## config.mk

```make
export PLATFORM = sky130hd
export DESIGN_NAME = frame_gain_ramp_curve_unit
export DESIGN_NICKNAME = d
export VERILOG_FILES = /design/src/rtl/core/fgrc_pkg.sv /design/src/rtl/core/fgrc_div.sv /design/src/rtl/core/frame_gain_ramp_curve_unit.sv
export VERILOG_INCLUDE_DIRS = /design/src /design/src/rtl/core
export SDC_FILE = /design/constraint.sdc
export NUM_CORES = 2
export LEC_CHECK = 0
export ABC_AREA = 0
export BUFFER_PORTS_ARGS = -buffer_cell sky130_fd_sc_hd__buf_2
export CAP_MARGIN = 10
export CORE_MARGIN = 2
export CORE_UTILIZATION = 60
export DETAILED_ROUTE_END_ITERATION = 8
export PLACE_DENSITY = 0.76
export SLEW_MARGIN = 10
export SYNTH_ARGS = -nofsm -noshare
export SYNTH_HDL_FRONTEND = slang
export SYNTH_SLANG_ARGS = --single-unit
```

## constraint.sdc

```tcl
create_clock -name clk_i -period 15.9 [get_ports clk_i]
set_clock_uncertainty 0.15 [all_clocks]
set_input_delay 0.795 -clock clk_i [delete_from_list [all_inputs] [get_ports clk_i]]
set_output_delay 0.795 -clock clk_i [all_outputs]
set_load 0.02 [all_outputs]
```

## src/rtl/core/frame_gain_ramp_curve_unit_defines.svh

```systemverilog
// Assertion macros shared by the frame gain ramp curve RTL.
`ifndef FRAME_GAIN_RAMP_CURVE_UNIT_DEFINES_SVH
`define FRAME_GAIN_RAMP_CURVE_UNIT_DEFINES_SVH

`ifndef NO_ASSERTIONS
// Checked on every clock edge outside reset.
`define FGRC_ASSERT(lbl, prop) \
  lbl: assert property (@(posedge clk_i) disable iff (!rst_ni) (prop)) \
    else $error("fgrc assertion failed");
// Checked on every clock edge, reset included.
`define FGRC_ASSERT_ALWAYS(lbl, prop) \
  lbl: assert property (@(posedge clk_i) (prop)) \
    else $error("fgrc assertion failed");
`else
`define FGRC_ASSERT(lbl, prop)
`define FGRC_ASSERT_ALWAYS(lbl, prop)
`endif

`endif

```

## src/rtl/core/fgrc_pkg.sv

```systemverilog
// Types and constants of the frame gain ramp curve unit.
package fgrc_pkg;

  localparam logic [13:0] GAIN_ONE = 14'd10000;

  // Reciprocal of the unity gain, ceil(2^45 / 10000), split into 16-bit halves.
  // A 32-bit value times it, shifted right by 45, is the exact quotient.
  localparam logic [15:0] RECIP_HI = 16'hD1B7;
  localparam logic [15:0] RECIP_LO = 16'h1759;

  localparam logic [1:0]  MODE_SEED  = 2'd0;
  localparam logic [1:0]  MODE_PLAY  = 2'd3;
  localparam logic [15:0] SYNC_SEED  = 16'd1;
  localparam logic [15:0] SYNC_STEP  = 16'd2;

  typedef struct packed {
    logic [1:0]  mode;
    logic [15:0] sync_count;
    logic [15:0] luma_accel;
    logic [15:0] luma_target;
    logic [15:0] luma_step;
    logic [15:0] chroma_accel;
    logic [15:0] chroma_target;
    logic [15:0] chroma_step;
    logic [7:0]  live_bright_byte;
    logic [7:0]  live_sat_byte;
  } in_t;

  typedef struct packed {
    logic [7:0] bright_gain;
    logic [7:0] sat_gain;
  } out_t;

  typedef enum logic [4:0] {
    ST_IDLE,
    ST_START,
    ST_T_SEED,
    ST_T_UPD,
    ST_T_M1,
    ST_T_M2,
    ST_T_DIVW,
    ST_T_OUT,
    ST_T_OUTW,
    ST_P_TU,
    ST_P_TUW,
    ST_P_D2,
    ST_P_D2W,
    ST_P_UPD,
    ST_P_FIN,
    ST_NEXT,
    ST_DONE
  } state_e;

endpackage

```

## src/rtl/core/fgrc_div.sv

```systemverilog
// Divider of a 32-bit value by the unity gain constant through reciprocal multiplication.
module fgrc_div (
  input  logic        clk_i,
  input  logic        rst_ni,
  input  logic        start_i,
  input  logic [31:0] dividend_i,
  output logic        done_o,
  output logic [31:0] quot_o
);
  import fgrc_pkg::*;

  logic [31:0] x_q, x_d;
  logic [31:0] lo_q, lo_d;
  logic [31:0] quot_q, quot_d;
  logic        lo_pend_q, lo_pend_d;
  logic        hi_pend_q, hi_pend_d;
  logic        done_q, done_d;
  logic [15:0] mul_b;
  logic [47:0] prod;
  logic [48:0] sum;

  // One 32 by 16 multiplier takes the low half of the reciprocal first, then the high half.
  assign mul_b = hi_pend_q ? RECIP_HI : RECIP_LO;
  assign prod  = {16'd0, x_q} * {32'd0, mul_b};
  assign sum   = {1'b0, prod} + {17'd0, lo_q};

  always_comb begin
    x_d       = x_q;
    lo_d      = lo_q;
    quot_d    = quot_q;
    lo_pend_d = 1'b0;
    hi_pend_d = 1'b0;
    done_d    = 1'b0;
    if (start_i) begin
      x_d       = dividend_i;
      lo_pend_d = 1'b1;
    end else if (lo_pend_q) begin
      lo_d      = prod[47:16];
      hi_pend_d = 1'b1;
    end else if (hi_pend_q) begin
      quot_d = {12'd0, sum[48:29]};
      done_d = 1'b1;
    end
  end

  always_ff @(posedge clk_i or negedge rst_ni) begin
    if (!rst_ni) begin
      lo_pend_q <= 1'b0;
      hi_pend_q <= 1'b0;
      done_q    <= 1'b0;
    end else begin
      lo_pend_q <= lo_pend_d;
      hi_pend_q <= hi_pend_d;
      done_q    <= done_d;
    end
  end

  always_ff @(posedge clk_i) begin
    x_q    <= x_d;
    lo_q   <= lo_d;
    quot_q <= quot_d;
  end

  assign done_o = done_q;
  assign quot_o = quot_q;

endmodule

```

## src/rtl/core/frame_gain_ramp_curve_unit.sv

```systemverilog
// Frame gain ramp curve unit: steps luma and chroma gain ramps once per sync.
// The reciprocal divider serves the channels in turn: each channel uses it twice in play mode
// and for a trick-mode extrapolation, and once for a trick-mode seed or step.
// The output register lets the next item start while a result waits. Reset (asynchronous,
// active low) sets all ramp gains to unity and all unit values to one.
module frame_gain_ramp_curve_unit (
  input  logic           clk_i,
  input  logic           rst_ni,
  input  logic           in_valid_i,
  output logic           in_ready_o,
  input  fgrc_pkg::in_t  in_data_i,
  output logic           out_valid_o,
  input  logic           out_ready_i,
  output fgrc_pkg::out_t out_data_o
);
  import fgrc_pkg::*;

`include "frame_gain_ramp_curve_unit_defines.svh"

  // The item is held here for the whole computation.
  in_t         in_q;
  state_e      state_q, state_d;
  logic        ch_q, ch_d;

  // Ramp state, one entry per channel: 0 is luma, 1 is chroma.
  logic [31:0] now_q [2];
  logic [31:0] now_d [2];
  logic [31:0] b2_q  [2];
  logic [31:0] b2_d  [2];
  logic [31:0] b1_q  [2];
  logic [31:0] b1_d  [2];
  // Play-mode whole units: 0 current, 1 two syncs back, 2 one sync back.
  logic [15:0] u_q   [2][3];
  logic [15:0] u_d   [2][3];

  // Scratch registers of the sequencer.
  logic [31:0] mul_q, mul_d;
  logic [2:0]  tu_q, tu_d;
  logic [2:0]  d2_q, d2_d;
  logic [15:0] cur_q, cur_d;
  logic [7:0]  byte_q [2];
  logic [7:0]  byte_d [2];

  logic        out_valid_q, out_valid_d;
  out_t        out_q, out_d;

  // The shared multiplier: at most 32 by 16 bits, product kept modulo 2^32.
  logic [31:0] mul_a;
  logic [15:0] mul_b;
  logic [47:0] mul_full;
  logic [31:0] mul_p;

  // The shared divider by the unity constant.
  logic        div_start;
  logic [31:0] div_in;
  logic        div_done;
  logic [31:0] div_quot;

  // Channel-selected operands.
  logic [15:0] tar;
  logic [31:0] tar32;
  logic [15:0] stp;
  logic [15:0] acc;
  logic [8:0]  seed_fac;
  logic [15:0] v1, v2;
  logic [31:0] diff;
  logic [15:0] p1, p2;
  logic [15:0] q16;
  logic [15:0] cl16;
  logic [31:0] new_now;
  logic [15:0] u0n;
  logic        hit;
  logic        is_seed, is_step;

  fgrc_div u_div (
    .clk_i      (clk_i),
    .rst_ni     (rst_ni),
    .start_i    (div_start),
    .dividend_i (div_in),
    .done_o     (div_done),
    .quot_o     (div_quot)
  );

  assign mul_full = mul_a * mul_b;
  assign mul_p    = mul_full[31:0];

  always_comb begin
    tar   = ch_q ? in_q.chroma_target : in_q.luma_target;
    stp   = ch_q ? in_q.chroma_step   : in_q.luma_step;
    acc   = ch_q ? in_q.chroma_accel  : in_q.luma_accel;
    tar32 = {16'd0, tar};
    // A zero brightness byte seeds luma at unity.
    if (ch_q) begin
      seed_fac = {1'b0, in_q.live_sat_byte};
    end else if (in_q.live_bright_byte == 8'd0) begin
      seed_fac = 9'd128;
    end else begin
      seed_fac = 9'(9'd256 - {1'b0, in_q.live_bright_byte});
    end
    v1      = b1_q[ch_q][15:0];
    v2      = b2_q[ch_q][15:0];
    diff    = 32'({16'd0, v2} - {16'd0, v1});
    p1      = u_q[ch_q][2];
    p2      = u_q[ch_q][1];
    is_seed = (in_q.sync_count == SYNC_SEED);
    is_step = (in_q.sync_count == SYNC_STEP);
  end

  always_comb begin
    state_d     = state_q;
    ch_d        = ch_q;
    now_d       = now_q;
    b2_d        = b2_q;
    b1_d        = b1_q;
    u_d         = u_q;
    mul_d       = mul_q;
    tu_d        = tu_q;
    d2_d        = d2_q;
    cur_d       = cur_q;
    byte_d      = byte_q;
    out_d       = out_q;
    out_valid_d = out_valid_q && !out_ready_i;
    mul_a       = '0;
    mul_b       = '0;
    div_start   = 1'b0;
    div_in      = '0;
    q16         = div_quot[15:0];
    cl16        = '0;
    new_now     = '0;
    u0n         = '0;
    hit         = 1'b0;

    unique case (state_q)
      ST_IDLE: begin
        if (in_valid_i) begin
          ch_d    = 1'b0;
          state_d = ST_START;
        end
      end
      ST_START: begin
        state_d = (in_q.mode == MODE_PLAY) ? ST_P_TU : ST_T_SEED;
      end
      // Trick modes.
      ST_T_SEED: begin
        mul_a = {23'd0, seed_fac};
        mul_b = {2'd0, GAIN_ONE};
        if (in_q.mode == MODE_SEED && is_seed) begin
          now_d[ch_q] = {7'd0, mul_p[31:7]};
        end
        state_d = ST_T_UPD;
      end
      ST_T_UPD: begin
        if (is_seed) begin
          b2_d[ch_q] = now_q[ch_q];
          b1_d[ch_q] = now_q[ch_q];
          state_d    = ST_T_OUT;
        end else if (is_step) begin
          if (b2_q[ch_q] > tar32) begin
            new_now     = 32'(b2_q[ch_q] - {16'd0, stp});
            b1_d[ch_q]  = new_now;
            now_d[ch_q] = (new_now > tar32) ? new_now : tar32;
          end
          state_d = ST_T_OUT;
        end else begin
          state_d = ST_T_M1;
        end
      end
      ST_T_M1: begin
        mul_a   = {16'd0, v1};
        mul_b   = {2'd0, GAIN_ONE};
        mul_d   = mul_p;
        state_d = ST_T_M2;
      end
      ST_T_M2: begin
        mul_a     = diff;
        mul_b     = acc;
        div_start = 1'b1;
        div_in    = 32'(mul_q - mul_p);
        state_d   = ST_T_DIVW;
      end
      ST_T_DIVW: begin
        if (div_done) begin
          // Clamp at the target once the ramp would cross it.
          cl16        = (v1 > tar && q16 <= tar) ? tar : q16;
          new_now     = {16'd0, cl16};
          now_d[ch_q] = new_now;
          b1_d[ch_q]  = new_now;
          b2_d[ch_q]  = (new_now <= tar32) ? new_now : b1_q[ch_q];
          state_d     = ST_T_OUT;
        end
      end
      ST_T_OUT: begin
        div_start = 1'b1;
        div_in    = {now_q[ch_q][24:0], 7'd0};
        state_d   = ST_T_OUTW;
      end
      ST_T_OUTW: begin
        if (div_done) begin
          byte_d[ch_q] = div_quot[7:0];
          state_d      = ST_NEXT;
        end
      end
      // Play mode.
      ST_P_TU: begin
        div_start = 1'b1;
        div_in    = tar32;
        state_d   = ST_P_TUW;
      end
      ST_P_TUW: begin
        if (div_done) begin
          tu_d    = div_quot[2:0];
          state_d = ST_P_D2;
        end
      end
      ST_P_D2: begin
        div_start = 1'b1;
        if (is_seed) begin
          div_in = {16'd0, now_q[ch_q][15:0]};
        end else if (is_step) begin
          div_in = {16'd0, stp};
        end else begin
          div_in = {16'd0, acc};
        end
        state_d = ST_P_D2W;
      end
      ST_P_D2W: begin
        if (div_done) begin
          d2_d    = div_quot[2:0];
          state_d = ST_P_UPD;
        end
      end
      ST_P_UPD: begin
        if (is_seed) begin
          u_d[ch_q][0] = {13'd0, d2_q};
          u_d[ch_q][1] = {13'd0, d2_q};
          u_d[ch_q][2] = {13'd0, d2_q};
          state_d      = ST_NEXT;
        end else if (is_step) begin
          cur_d   = 16'(p2 + {13'd0, d2_q});
          state_d = ST_P_FIN;
        end else begin
          mul_a   = {16'd0, 16'(p1 - p2)};
          mul_b   = {13'd0, d2_q};
          cur_d   = 16'(p1 + mul_p[15:0]);
          state_d = ST_P_FIN;
        end
      end
      ST_P_FIN: begin
        mul_b = {2'd0, GAIN_ONE};
        if (is_step) begin
          if (p2 < {13'd0, tu_q}) begin
            u0n          = (cur_q < {13'd0, tu_q}) ? cur_q : {13'd0, tu_q};
            u_d[ch_q][2] = cur_q;
            u_d[ch_q][0] = u0n;
            mul_a        = {16'd0, u0n};
            now_d[ch_q]  = mul_p;
          end
        end else begin
          hit   = (cur_q > {13'd0, tu_q}) && (p1 < {13'd0, tu_q});
          mul_a = {16'd0, cur_q};
          if (hit) begin
            u_d[ch_q][0] = {13'd0, tu_q};
            u_d[ch_q][1] = {13'd0, tu_q};
            u_d[ch_q][2] = {13'd0, tu_q};
            now_d[ch_q]  = tar32;
          end else begin
            u_d[ch_q][0] = cur_q;
            u_d[ch_q][1] = p1;
            u_d[ch_q][2] = cur_q;
            now_d[ch_q]  = mul_p;
          end
        end
        state_d = ST_NEXT;
      end
      ST_NEXT: begin
        if (!ch_q) begin
          ch_d    = 1'b1;
          state_d = ST_START;
        end else begin
          state_d = ST_DONE;
        end
      end
      ST_DONE: begin
        // Wait until the output register is free.
        if (!out_valid_q || out_ready_i) begin
          out_valid_d = 1'b1;
          if (in_q.mode == MODE_PLAY) begin
            out_d.bright_gain = {u_q[0][0][0], 7'd0};
            out_d.sat_gain    = {u_q[1][0][0], 7'd0};
          end else begin
            out_d.bright_gain = byte_q[0];
            out_d.sat_gain    = byte_q[1];
          end
          state_d = ST_IDLE;
        end
      end
      default: begin
        state_d = ST_IDLE;
      end
    endcase
  end

  always_ff @(posedge clk_i or negedge rst_ni) begin
    if (!rst_ni) begin
      state_q     <= ST_IDLE;
      ch_q        <= 1'b0;
      out_valid_q <= 1'b0;
      for (int c = 0; c < 2; c++) begin
        now_q[c] <= {18'd0, GAIN_ONE};
        b2_q[c]  <= {18'd0, GAIN_ONE};
        b1_q[c]  <= {18'd0, GAIN_ONE};
        for (int k = 0; k < 3; k++) begin
          u_q[c][k] <= 16'd1;
        end
      end
    end else begin
      state_q     <= state_d;
      ch_q        <= ch_d;
      out_valid_q <= out_valid_d;
      now_q       <= now_d;
      b2_q        <= b2_d;
      b1_q        <= b1_d;
      u_q         <= u_d;
    end
  end

  always_ff @(posedge clk_i) begin
    if (in_valid_i && in_ready_o) begin
      in_q <= in_data_i;
    end
    mul_q  <= mul_d;
    tu_q   <= tu_d;
    d2_q   <= d2_d;
    cur_q  <= cur_d;
    byte_q <= byte_d;
    out_q  <= out_d;
  end

  assign in_ready_o  = (state_q == ST_IDLE);
  assign out_valid_o = out_valid_q;
  assign out_data_o  = out_q;

  // An accepted item keeps the block busy on the next cycle.
  `FGRC_ASSERT(a_busy_after_accept, (in_valid_i && in_ready_o) |=> !in_ready_o)
  // A new result is only loaded from the final sequencer state.
  `FGRC_ASSERT(a_result_from_done, $rose(out_valid_q) |-> $past(state_q == ST_DONE))
  // The divider finishes only while the sequencer waits on it.
  `FGRC_ASSERT(a_div_done_waited,
      div_done |-> (state_q == ST_T_DIVW || state_q == ST_T_OUTW ||
                    state_q == ST_P_TUW || state_q == ST_P_D2W))

endmodule
```

# After elaboration in Yosys (flattened, before gate mapping)
# Index checks and enable logic that the tools add are counted.
# W data, S select, Z words.
[word_totals]
ff_bits = 594
out_inout_bits = 18
word_cells = 243
[op_classes]
add_sub_neg = 8
n_mul = 2
order_cmp = 11
eq_ne = 34
mux = 112
bitwise = 4
n_reduce_logical = 31
[op_table]
columns = ["operator", "n"]
rows = [
  ["$bwmux W96", 11],
  ["$mux W64", 14],
  ["$bwmux W64", 10],
  ["$mux W32", 17],
  ["$mux W96", 4],
  ["$pmux W64 S2", 2],
  ["$pmux W64 S4", 1],
  ["$mux W16", 14],
  ["$pmux W96 S2", 1],
  ["$pmux W32 S5", 1],
  ["$demux W48 S1", 3],
  ["$pmux W32 S4", 1],
  ["$pmux W5 S17", 1],
  ["$gt A32 B16 Y1", 2],
  ["$lt A16 B3 Y1", 3],
  ["$mul A32 B16 Y48", 1],
  ["$mux W48", 1],
  ["$pmux W16 S3", 1],
  ["$add A45 B32 Y45", 1],
  ["$eq A5 B4 Y1 const B", 8],
  ["$mux W5", 7],
  ["$demux W32 S1", 1],
  ["$le A16 B16 Y1", 2],
  ["$mul A32 B16 Y32", 1],
  ["other kinds (47)", 94],
]

# Logic depth before layout (Yosys ltp)
[logic_depth]
word_depth = 13
mapped_depth = 56

# Modules after synthesis
# A second synthesis with hierarchy kept.
[unflattened]
cells_unflattened = 6307
hier_area_um2 = 58959.0
[by_module_without_submodules]
columns = ["mod", "n_inst", "cells_per_inst", "area_each_um2", "seq_area_each_um2"]
rows = [
  ["frame_gain_ramp_curve_unit", 1, 4465, 41209.5, 13162.6],
  ["fgrc_div", 1, 1842, 17749.5, 2597.5],
]

# Least setup slack after synthesis
# OpenSTA, ideal clock, no wires.
[synth_timing]
kind = "reg2reg"
from = "reg ch_q"
to = "reg u_div.x_q[31], data pin"
setup_ps = 154
arrival_ps = 12142
t_required_ps = 15596
setup_slack_ps = 3454
stages_incl_launch_ff = 53
cell_sequence = "dfrtp_1 buf_6 buf_6 buf_8 buf_4 buf_4 buf_4 buf_2 buf_2 buf_4 buf_2 buf_2 mux2_2 fa_1 a21o_1 a21oi_1 o21bai_1 a2111oi_0 [... 17 more ...] o21a_1 o21ai_0 a31oi_1 o41ai_1 o21bai_1 a21oi_1 xnor2_1 inv_1 ha_1 or2_2 a21oi_1 nand2b_1 o41ai_1 a221o_1 a21o_1 a21oi_1 xnor3_1 o22ai_1"
[synth_via]
elab_chain_cells = 11
word_cells_on_any_way = 27
classes_between = "add/sub: 3; mul: 1; order compare: 1; mux: 21; bitwise: 1"
[synth_rtl]
columns = ["item", "line_no", "rtl"]
rows = [
  ["start, declared", "frame_gain_ramp_curve_unit.sv:23", "logic ch_q, ch_d;"],
  ["start signal, assigned", "frame_gain_ramp_curve_unit.sv:318", "ch_q <= ch_d;"],
  ["$not A1 Y2 (not written as such)", "-", ""],
  ["$mux W32 (not written as such) (3 in a row)", "frame_gain_ramp_curve_unit.sv:104", "p2 = u_q[ch_q][1];"],
  ["$sub A16 B16 Y16 or $lt A16 B3 Y1 (tied branches)", "frame_gain_ramp_curve_unit.sv:242, frame_gain_ramp_curve_unit.sv:251", ""],
  ["$mux W16, on equally long branches", "frame_gain_ramp_curve_unit.sv:238, frame_gain_ramp_curve_unit.sv:251", ""],
  ["$mux W16 or $mux W32 (tied branches)", "frame_gain_ramp_curve_unit.sv:233, frame_gain_ramp_curve_unit.sv:250", ""],
  ["$pmux W32 S5", "frame_gain_ramp_curve_unit.sv:133", "unique case (state_q)"],
  ["$mul A32 B16 Y32 *", "frame_gain_ramp_curve_unit.sv:84", "assign mul_full = mul_a * mul_b;"],
  ["via mul_full[21]", "frame_gain_ramp_curve_unit.sv:50", "logic [47:0] mul_full;"],
  ["$sub A32 B32 Y32 *", "frame_gain_ramp_curve_unit.sv:178", "div_in = 32'(mul_q - mul_p);"],
  ["$pmux W32 S4 *", "frame_gain_ramp_curve_unit.sv:133", ""],
  ["end signal, assigned", "fgrc_div.sv:59", "x_q <= x_d;"],
  ["end, declared", "fgrc_div.sv:12", "logic [31:0] x_q, x_d;"],
]
# The timed path passes the listed nets; every way through them passes the cells marked *. The select of a mux whose other input is x is not followed.
# A chain may end at the register's enable or synchronous reset.

# Worst setup path after layout
[layout_timing]
from = "reg ch_q"
to = "reg u_div.x_q[31], data pin"
[layout_via]
elab_chain_cells = 11
word_cells_on_any_way = 27
classes_between = "add/sub: 3; mul: 1; order compare: 1; mux: 21; bitwise: 1"
[layout_rtl]
columns = ["item", "line_no"]
rows = [
  ["$not A1 Y2 (not written as such)", "-"],
  ["$mux W32 (not written as such) (3 in a row)", "frame_gain_ramp_curve_unit.sv:104"],
  ["$sub A16 B16 Y16 or $lt A16 B3 Y1 (tied branches)", "frame_gain_ramp_curve_unit.sv:242, frame_gain_ramp_curve_unit.sv:251"],
  ["$mux W16, on equally long branches", "frame_gain_ramp_curve_unit.sv:238, frame_gain_ramp_curve_unit.sv:251"],
  ["$mux W16 or $mux W32 (tied branches)", "frame_gain_ramp_curve_unit.sv:233, frame_gain_ramp_curve_unit.sv:250"],
  ["$pmux W32 S5", "frame_gain_ramp_curve_unit.sv:133"],
  ["$mul A32 B16 Y32", "frame_gain_ramp_curve_unit.sv:84"],
  ["$sub A32 B32 Y32", "frame_gain_ramp_curve_unit.sv:178"],
  ["$pmux W32 S4 *", "frame_gain_ramp_curve_unit.sv:133"],
]
# Every way passes the cells marked *; elsewhere a longest branch is shown, timed or not. The select of a mux whose other input is x is not followed.

==> flow_summary.toml <==
[timing]
tns_ns = 0
hold_ws_ns = -0.00991
fmaxAchievable_mhz = 75.9
setup_viol = 0
fin_crit_ns = 13.18
relSlewSlack_pct = 14.0
tightest_slew_ns = 1.25
drv_slew = 0
finalHoldViolCount = 4
timing.final.crit_share_pct = 82.9
rsz0062_at_grt = "no"

[logic_synthesis]
synth-seq-area-share_pct = 27.4
yosysWarnings = 0
syn_avg_cell_area_um2 = 9.62
synth_compound_area_share_pct = 14.8
yosysUniqueCellTypes = 113
synthFlopType = "edfxtp_1"
yosys.area_share.adder_pct = 31.3
synthSimpleGateAreaFrac_pct = 12.4
async_reset_ff_share_pct = 47.5
synth_edf_count = 296
synth_top_family_by_area = "adder cells"
synth_xor_area_share_pct = 3.15
ys_seq_elements = 564
syn_inst = 5938
synth.area.mux_share_pct = 4.05
syn_area_um2 = 57100

[clocking]
cts_hold_buf = 0
clk_pin_slew_ns = 0.08
cts_tree = "built"
clock-root-buffer = "clkbuf_16"
post_cts_buffers = 0
cts.repair.resized = 0
ctsHtreeMaxLevel = 2
cts_buffers = 60
clock_latency_ns = 0.70
cts_num_sinks = 564
cts_buffer_depth = 3

[placement]
gp_congestion = 1.02
port_buffers = 151
hpwl_um = 151000

[finish]
fillerInstances = 7795
final_layout_size_suffix_gt1_share_pct = 9.35
area_growth_pct = 7.30
final_cell_mix = "inv_1 (759), nand2_1 (577), fa_1 (569)"
final_nets = 7199
seqCellArea_um2 = 15600
layout_commonest_cell = "inv_1"
multi_input_area_um2 = 37600

[die]
rows = 113
floorplan.die_area_um2 = 97700
ios = 152
die_w_um = 313
core_um2 = 94700
die_h_um = 313
start_util_pct = 60.3

[setup_path]
rrSetupSlack_ns = 2.72
max_stage_delay_ns = 0.90
worst_r2r_startpoint = "ch_q$_DFFE_PN0P_"
critPathMaxFanout = 64
path_buf_inv = 5
crit_top_cell = "a21o_1"
worstPathArrival_ns = 13.50
critical_path.startpoint = "ch_q$_DFFE_PN0P_"
criticalPathCategory = "reg2reg"
slowest_stage = "dfrtp_4"
cp_top_family = "compound AO/OA/AOI/OAI gates"
r2r-end = "u_div.x_q[31]$_SDFFCE_PN0P_"
critPathLaunchType = "register"
required_ns = 16.22
endpoint_kind = "register"
r2r_cells = 41

[routing]
drcViolationCount = 3
vias_per_cell = 6.39
routed-via-count = 46700
detail_route.first_pass.iterations = 9
drt-total-wl_um = 188000
detail-route-antenna-nets = 0
first_iter_violations = 5659
wire_per_inst_um = 25.8

[min_path]
hold_path_class = "in2async"

[global_routing]
grt_max_degree = 97
grt_usage_pct = 38.8
grt_first_pass_wirelength_um = 288000
antenna_found_initial = 8
first_global_vias = 47700
grt_overflow = 0

[job]
maxCapViolations = 0

[outcome]
violations = "DRC, hold timing"
status = "finished with violations"
## final cells by class
type / instances / share of cell area, %
multi-input cells: 4352 / 61.3
flip-flops and latches: 564 / 25.5
inverters: 761 / 4.66
clock buffers: 67 / 2.63
well taps: 1265 / 2.58
repair buffers: 239 / 2.35
clock inverters: 47 / 0.941
diodes: 2 / 0.00816
## worst register-to-register path: cells and delay by family (launching register included)
family	cells	cell delay, ns
XOR/XNOR	3	0.87
buffers and inverters	5	1.22
adder cells (fa/ha/maj)	9	4.15
AO/OA/AOI/OAI	20	4.95
AND/OR/NAND/NOR	3	0.26
flip-flops	1	0.90
multiplexers	1	0.48
## sequential cells by signal (all words and copies together) (netlist names), 32 cells and up
| register | flops |
|---|---|
| b1_q | 64 |
| b2_q | 64 |
| u_q | 66 |
| in_q | 130 |
| now_q | 64 |
| mul_q | 32 |
| u_div.x_q | 32 |
| u_div.lo_q | 32 |
## cell usage after synthesis, types with 27 or more instances
| cell | count | area, um^2 |
|---|---|---|
| a21oi_1 | 368 | 1840 |
| ha_1 | 518 | 6480 |
| nand4_1 | 31 | 194 |
| edfxtp_1 | 296 | 8890 |
| nor3_1 | 78 | 390 |
| o21a_1 | 37 | 278 |
| nand2_1 | 581 | 2180 |
| or2_2 | 43 | 269 |
| and3_1 | 29 | 181 |
| mux2i_1 | 139 | 1390 |
| a221oi_1 | 40 | 350 |
| nor2b_1 | 52 | 325 |
| clkbuf_1 | 198 | 743 |
| o22ai_1 | 38 | 238 |
| o31ai_1 | 66 | 495 |
| o211ai_1 | 27 | 203 |
| fa_1 | 569 | 11400 |
| a21o_1 | 72 | 541 |
| inv_1 | 760 | 2850 |
| a22o_1 | 29 | 254 |
| nor2_1 | 400 | 1500 |
| dfstp_2 | 36 | 946 |
| buf_2 | 38 | 190 |
| xnor2_1 | 133 | 1160 |
| nand2b_1 | 50 | 313 |
| nand3_1 | 70 | 350 |
| a31oi_1 | 31 | 194 |
| o21bai_1 | 28 | 210 |
| xor2_1 | 68 | 596 |
| o21ai_0 | 317 | 1590 |
| and2_1 | 97 | 607 |
| a211oi_1 | 44 | 330 |
| a22oi_1 | 50 | 375 |
| mux2_2 | 75 | 845 |
| dfrtp_1 | 232 | 5810 |
## through the flow
step	cells	utilization [%]	hold WS, ns	worst slack [ns]	instance area [um^2]
after floorplan	5939	-	0.275	3.45	57100
after global placement	7181	62.4	0.307	3.05	59100
after detailed placement	7181	62.4	0.312	2.91	59100
after CTS	7295	64.7	0.0180	2.83	61300
after global routing	7295	64.7	0.0532	2.08	61300
final	7297	64.7	-0.00991	2.72	61300
## metal layers
layer,vias to the layer above,global-route usage (%),share of wire (%)
li1,20400,-,-
met1,23000,50.0,38
met2,2593,62.7,46
met3,602,6.92,9.3
met4,6,20.6,6.3
met5,-,0,0.020
## worst max path at each step
| stage | end | slack (ns) | cells past startpoint |
|---|---|---|---|
| 3_3_place_gp | u_div.x_q[31]$_SDFFCE_PN0P_ | 3.05 | 41 |
| 4_1_cts | u_div.x_q[31]$_SDFFCE_PN0P_ | 2.83 | 41 |
| 3_5_place_dp | u_div.x_q[31]$_SDFFCE_PN0P_ | 2.91 | 41 |
| 2_1_floorplan | u_div.x_q[31]$_SDFFCE_PN0P_ | 3.45 | 52 |
| 6_report | u_div.x_q[31]$_SDFFCE_PN0P_ | 2.72 | 41 |
| 5_1_grt | u_div.x_q[31]$_SDFFCE_PN0P_ | 2.08 | 43 |
## logic make-up after synthesis
| kind of cell | after synthesis |
|---|---|
| fa+ha+maj | 1087 |
| xor+xnor | 203 |
| simple gates | 1525 |
| flops | 564 |
| other cells | 1 |
| compound gates | 1317 |
| mux | 218 |
| buf+inv | 1023 |
Power is left out: the tool's default activity adds up to more than one toggle a clock period on the data nets, which glitch-free logic cannot reach.
